`config.mk`:
```
export PLATFORM = sky130hd
export DESIGN_NAME = sact_cmp_unit
export DESIGN_NICKNAME = d
export VERILOG_FILES = /design/src/rtl/core/sact_pkg.sv /design/src/rtl/core/sact_cmp_unit.sv
export SDC_FILE = /design/constraint.sdc
export NUM_CORES = 1
export LEC_CHECK = 0
export CORE_AREA = 2 2 51 53
export DETAILED_ROUTE_END_ITERATION = 8
export DIE_AREA = 0 0 53 55
export DONT_BUFFER_PORTS = 1
export PLACE_DENSITY_LB_ADDON = 0.08
export SKIP_LAST_GASP = 1
export SYNTH_ARGS = -nofsm -noshare
export SYNTH_HDL_FRONTEND = slang
export SYNTH_SLANG_ARGS = --single-unit
```
`constraint.sdc`:
```
create_clock -name vclk -period 3.4
set_clock_uncertainty 0.2 [all_clocks]
set_input_delay 0.85 -clock vclk [all_inputs]
set_output_delay 0.85 -clock vclk [all_outputs]
set_load 0.01 [all_outputs]
```
`src/rtl/core/sact_pkg.sv`:
```
// sact_pkg: shared types, constants and helper functions of the cache tag controller
// used by the channel interfaces, the tag memory, the compare unit and the top level
package sact_pkg;

	localparam int NUM_WAYS = 4;
	localparam int MAX_SETS = 64;
	localparam int ENTRIES  = MAX_SETS * NUM_WAYS;

	localparam int ADDR_W  = 32;
	localparam int STAMP_W = 32;
	localparam int LFSR_W  = 16;
	localparam int WAY_W   = (NUM_WAYS > 1) ? $clog2(NUM_WAYS) : 1;
	localparam int SET_W   = (MAX_SETS > 1) ? $clog2(MAX_SETS) : 1;
	localparam int ENTRY_W = (ENTRIES > 1) ? $clog2(ENTRIES) : 1;

	localparam int SIB_W  = 3;
	localparam int LOB_W  = 4;
	localparam int POL_W  = 2;
	localparam int CFG_W  = 4;
	localparam int CIDX_W = 2;

	localparam logic [SIB_W-1:0]  SIB_RESET  = 3'd6;
	localparam logic [LOB_W-1:0]  LOB_RESET  = 4'd4;
	localparam logic [LFSR_W-1:0] LFSR_SEED  = 16'hACE1;
	localparam logic [LFSR_W-1:0] LFSR_TAPS  = 16'hB400;

	// register indexes of the configuration port
	localparam logic [CIDX_W-1:0] REG_SET_INDEX_BITS     = 2'd0;
	localparam logic [CIDX_W-1:0] REG_LINE_OFFSET_BITS   = 2'd1;
	localparam logic [CIDX_W-1:0] REG_REPLACEMENT_POLICY = 2'd2;

	// replacement policy codes, bit 1 means random
	localparam logic [POL_W-1:0] POL_LRU        = 2'd0;
	localparam logic [POL_W-1:0] POL_FIFO       = 2'd1;
	localparam logic [POL_W-1:0] POL_RANDOM     = 2'd2;
	localparam logic [POL_W-1:0] POL_RANDOM_ALT = 2'd3;

	typedef enum logic [1:0] {
		ST_IDLE,
		ST_SCAN,
		ST_FINISH
	} state_t;

	typedef struct packed {
		logic [ADDR_W-1:0] address;
		logic              is_store;
	} req_t;

	typedef struct packed {
		logic hit;
		logic needs_writeback;
	} rsp_t;

	typedef struct packed {
		logic [ADDR_W-1:0]  tag;
		logic [STAMP_W-1:0] stamp;
	} entry_t;

	typedef struct packed {
		logic match;
		logic less;
	} cmp_t;

	function automatic logic [LFSR_W-1:0] lfsr_next(input logic [LFSR_W-1:0] v);
		logic [LFSR_W-1:0] s;
		s = v >> 1;
		if (v[0]) begin
			s = s ^ LFSR_TAPS;
		end
		return s;
	endfunction

	function automatic logic [ENTRY_W-1:0] entry_addr(input logic [SET_W-1:0] set_idx,
			input logic [WAY_W-1:0] way);
		return ENTRY_W'(set_idx) * ENTRY_W'(NUM_WAYS) + ENTRY_W'(way);
	endfunction

endpackage

```
`src/rtl/core/sact_cmp_unit.sv`:
```
// sact_cmp_unit: shared compare unit, tag match and stamp ordering for one way a cycle
// depends on sact_pkg for the entry and result types
module sact_cmp_unit (
	input  sact_pkg::entry_t                entry,
	input  logic                            entry_valid,
	input  logic [sact_pkg::ADDR_W-1:0]     line,
	input  logic [sact_pkg::STAMP_W-1:0]    min_stamp,
	output sact_pkg::cmp_t                  res
);

	always_comb begin
		res.match = entry_valid && (entry.tag == line);
		res.less  = entry.stamp < min_stamp;
	end

endmodule

```
* Yosys cells after proc, flatten, opt, wreduce, memory -nomap -nowiden
Cells that the tools add are included.
** Word-level totals
- Register bits :: 0
- Output and inout port bits :: 2
- Word-level logic and storage cells :: 3
** Cells by class
- Order comparisons :: 1
- Equality and inequality tests :: 1
- Reduce and logical (&&, ||, !) cells :: 1
** Operators with widths (number)
- 32-bit == test :: 1
- 32-bit < comparator :: 1
- 1-bit logical AND :: 1

* Depth between registers and ports, before layout
- Word-level depth :: 2
- Gate-level depth with buffers :: 7
- Depth with buffers taken out :: 7

* Worst setup path before layout
Ideal clock, no wire load.
- Path type :: input to output
- From :: input min_stamp[1] (netlist bit)
- To :: output res[0] (netlist bit)
- Arrival :: 2.196 ns
- Required time :: 2.350 ns
- Setup slack :: 0.154 ns
- Stages :: 6
- Buffers on the path :: 0
- Cells stage by stage :: inv_1 > ha_1 > a2111oi_4 > nor4b_1 > or4_1 > a21oi_1
** RTL lines
- start: declaration :: line sact_cmp_unit.sv:7 : input logic [sact_pkg::STAMP_W-1:0] min_stamp,
- end: declaration :: line sact_cmp_unit.sv:8 : output sact_pkg::cmp_t res

==> flow_summary.json <==
{
  "vias": 1037,
  "grt_max_degree": 4,
  "seq_area_frac_synth": 0,
  "timing.fmax_mhz": 300,
  "fin_crit_sh": 0.979,
  "ios": 131,
  "syn_inst": 152,
  "arrival_ns": 2.28,
  "vdd_drop_max_mv": 0.0563,
  "power_density_nw_per_um2": 102,
  "nClkBuffers": 0,
  "critical_path_required_ns": 2.35,
  "num-nets-final": 315,
  "drt_pass1_iterations": 4,
  "tightest_slew_ns": 0.334,
  "setup_viol": 0,
  "grt_pass1_wl_um": 3080,
  "leakage_nw": 0.590,
  "track_usage": 0.132,
  "place_inst": 183,
  "drc": 0,
  "numPortBuffers": 0,
  "ys_warn_count": 0,
  "fin_crit_ns": 3.33,
  "ys_top_cells_by_count": "ha_1, inv_1, xnor2_1, a21oi_1",
  "rsz0062_at_grt": "no",
  "ctsHoldBuffers": 0,
  "synth_top_area_frac": 0.338,
  "tns_ns": 0,
  "final_area_um2": 1230,
  "gp_congestion": 0.654,
  "min_path_cells": 3,
  "viasPerCell": 5.67,
  "place_ws_ns": 0.0321,
  "postSynthAreaPerCell_um2": 7.55,
  "fp-row-count": 18,
  "initial_utilization": 0.485,
  "synth_cell_type_count": 23,
  "antenna_found_initial": 0,
  "criticalPathCategory": "in2out",
  "ys_top_cells_by_area": "ha_1, xnor2_1, inv_1",
  "wire_per_inst_um": 13.1,
  "synthToLayoutAreaGrowth_pct": 6.87,
  "max_cap_violations": 0,
  "fp.coreArea_um2": 2360,
  "dp_hpwl_um": 2360,
  "relSlewSlack": 0.775,
  "finish.cell_count_without_fillers": 183,
  "detail-route-antenna-nets": 0,
  "hold_class": "in2out",
  "worstPathMaxFanout": 1,
  "setup_ws_ns": 0.0705,
  "outcome": "finished clean",
  "yosys.area.top_type": "ha_1",
  "cp-start-kind": "primary input",
  "drive_above_1_share": 0.0523,
  "netlist_area_um2": 1150,
  "grt_overflow": 0,
  "placement.cell_area_um2": 1190,
  "postCtsSetupBuffers": 0,
  "hold_viol_final": 0,
  "grt_pass1_vias": 824,
  "seq_cell_count": 0,
  "seqCellArea_um2": 0,
  "fp.dieH_um": 55,
  "finalMaxSlewViolations": 0,
  "cts_resized": 0,
  "end_kind": "output pin",
  "drtIter0Drc": 4,
  "diodes": 0,
  "die_area_um2": 2920,
  "die_x_um": 53,
  "routed_wl_um": 2400,
  "syn-num-nets": 312
}
[layer usage]
metal / track usage / part of all wire
met1: 0.168 / 0.37
met2: 0.250 / 0.53
met3: 0.0188 / 0.10
met4: 0 / 0
met5: 0 / 0
[cell type report]
class	instances	area, um^2
fill	236	1140
inverter	31	116
tap	30	37.5
timing repair buffer	1	7.51
multi-input combinational	121	1060
[stage by stage]
stage / utilization / hold WS [ns] / total power (W)
floorplan: - / 1.61 / 0.000102
global placement: 0.504 / 1.74 / 0.000115
detailed placement: 0.504 / 1.75 / 0.000119
CTS: 0.504 / 1.75 / 0.000120
global route: 0.519 / 1.76 / 0.000145
finish: 0.519 / 1.74 / 0.000125
[cell usage in the layout (no fill, tap or decap), drive strengths merged]
master | synthesis | routed
or4 | 1 | 1
a2111oi | 1 | 1
a21boi | 1 | 1
o21a | 2 | 2
o2bb2ai | 1 | 1
nor4b | 1 | 1
nor3 | 1 | 1
nand2b | 1 | 1
nand4 | 9 | 9
inv | 31 | 31
a221oi | 2 | 2
o21ai | 4 | 4
xor2 | 4 | 4
ha | 31 | 31
and4 | 3 | 3
a21o | 2 | 2
nand3 | 3 | 3
nand2 | 9 | 9
nor2 | 3 | 3
xnor2 | 28 | 28
nor4 | 3 | 3
buf | 0 | 1
a21oi | 11 | 11
[cell families (layout without fill, tap and decap cells)]
group,count (synthesis),count (layout),synth area share
AND/OR/NAND/NOR,34,34,0.171
AO/OA/AOI/OAI,24,24,0.145
XOR/XNOR,32,32,0.244
adder cells (fa/ha/maj),31,31,0.338
buffers and inverters,31,32,0.101
[final timing paths]
check / start / end / slack (ns)
worst max-delay path: min_stamp[1] / res[0] / 0.07
worst min-delay path: entry_valid / res[1] / 1.74
[where the power goes]
group / leakage, nW / switching [W] / internal, W
clock network: 0 / 0 / 0
registers: 0 / 0 / 0
logic: 0.590 / 0.0000549 / 0.0000703
total: 0.590 / 0.0000549 / 0.0000703
[worst max-delay path, cell delays in order]
cell and delay, ns:
inv_2 0.04, ha_4 0.20, a2111oi_4 0.35, nor4b_2 0.09, or4_4 0.56, a21oi_4 0.19
(Power assumes the default switching activity.)
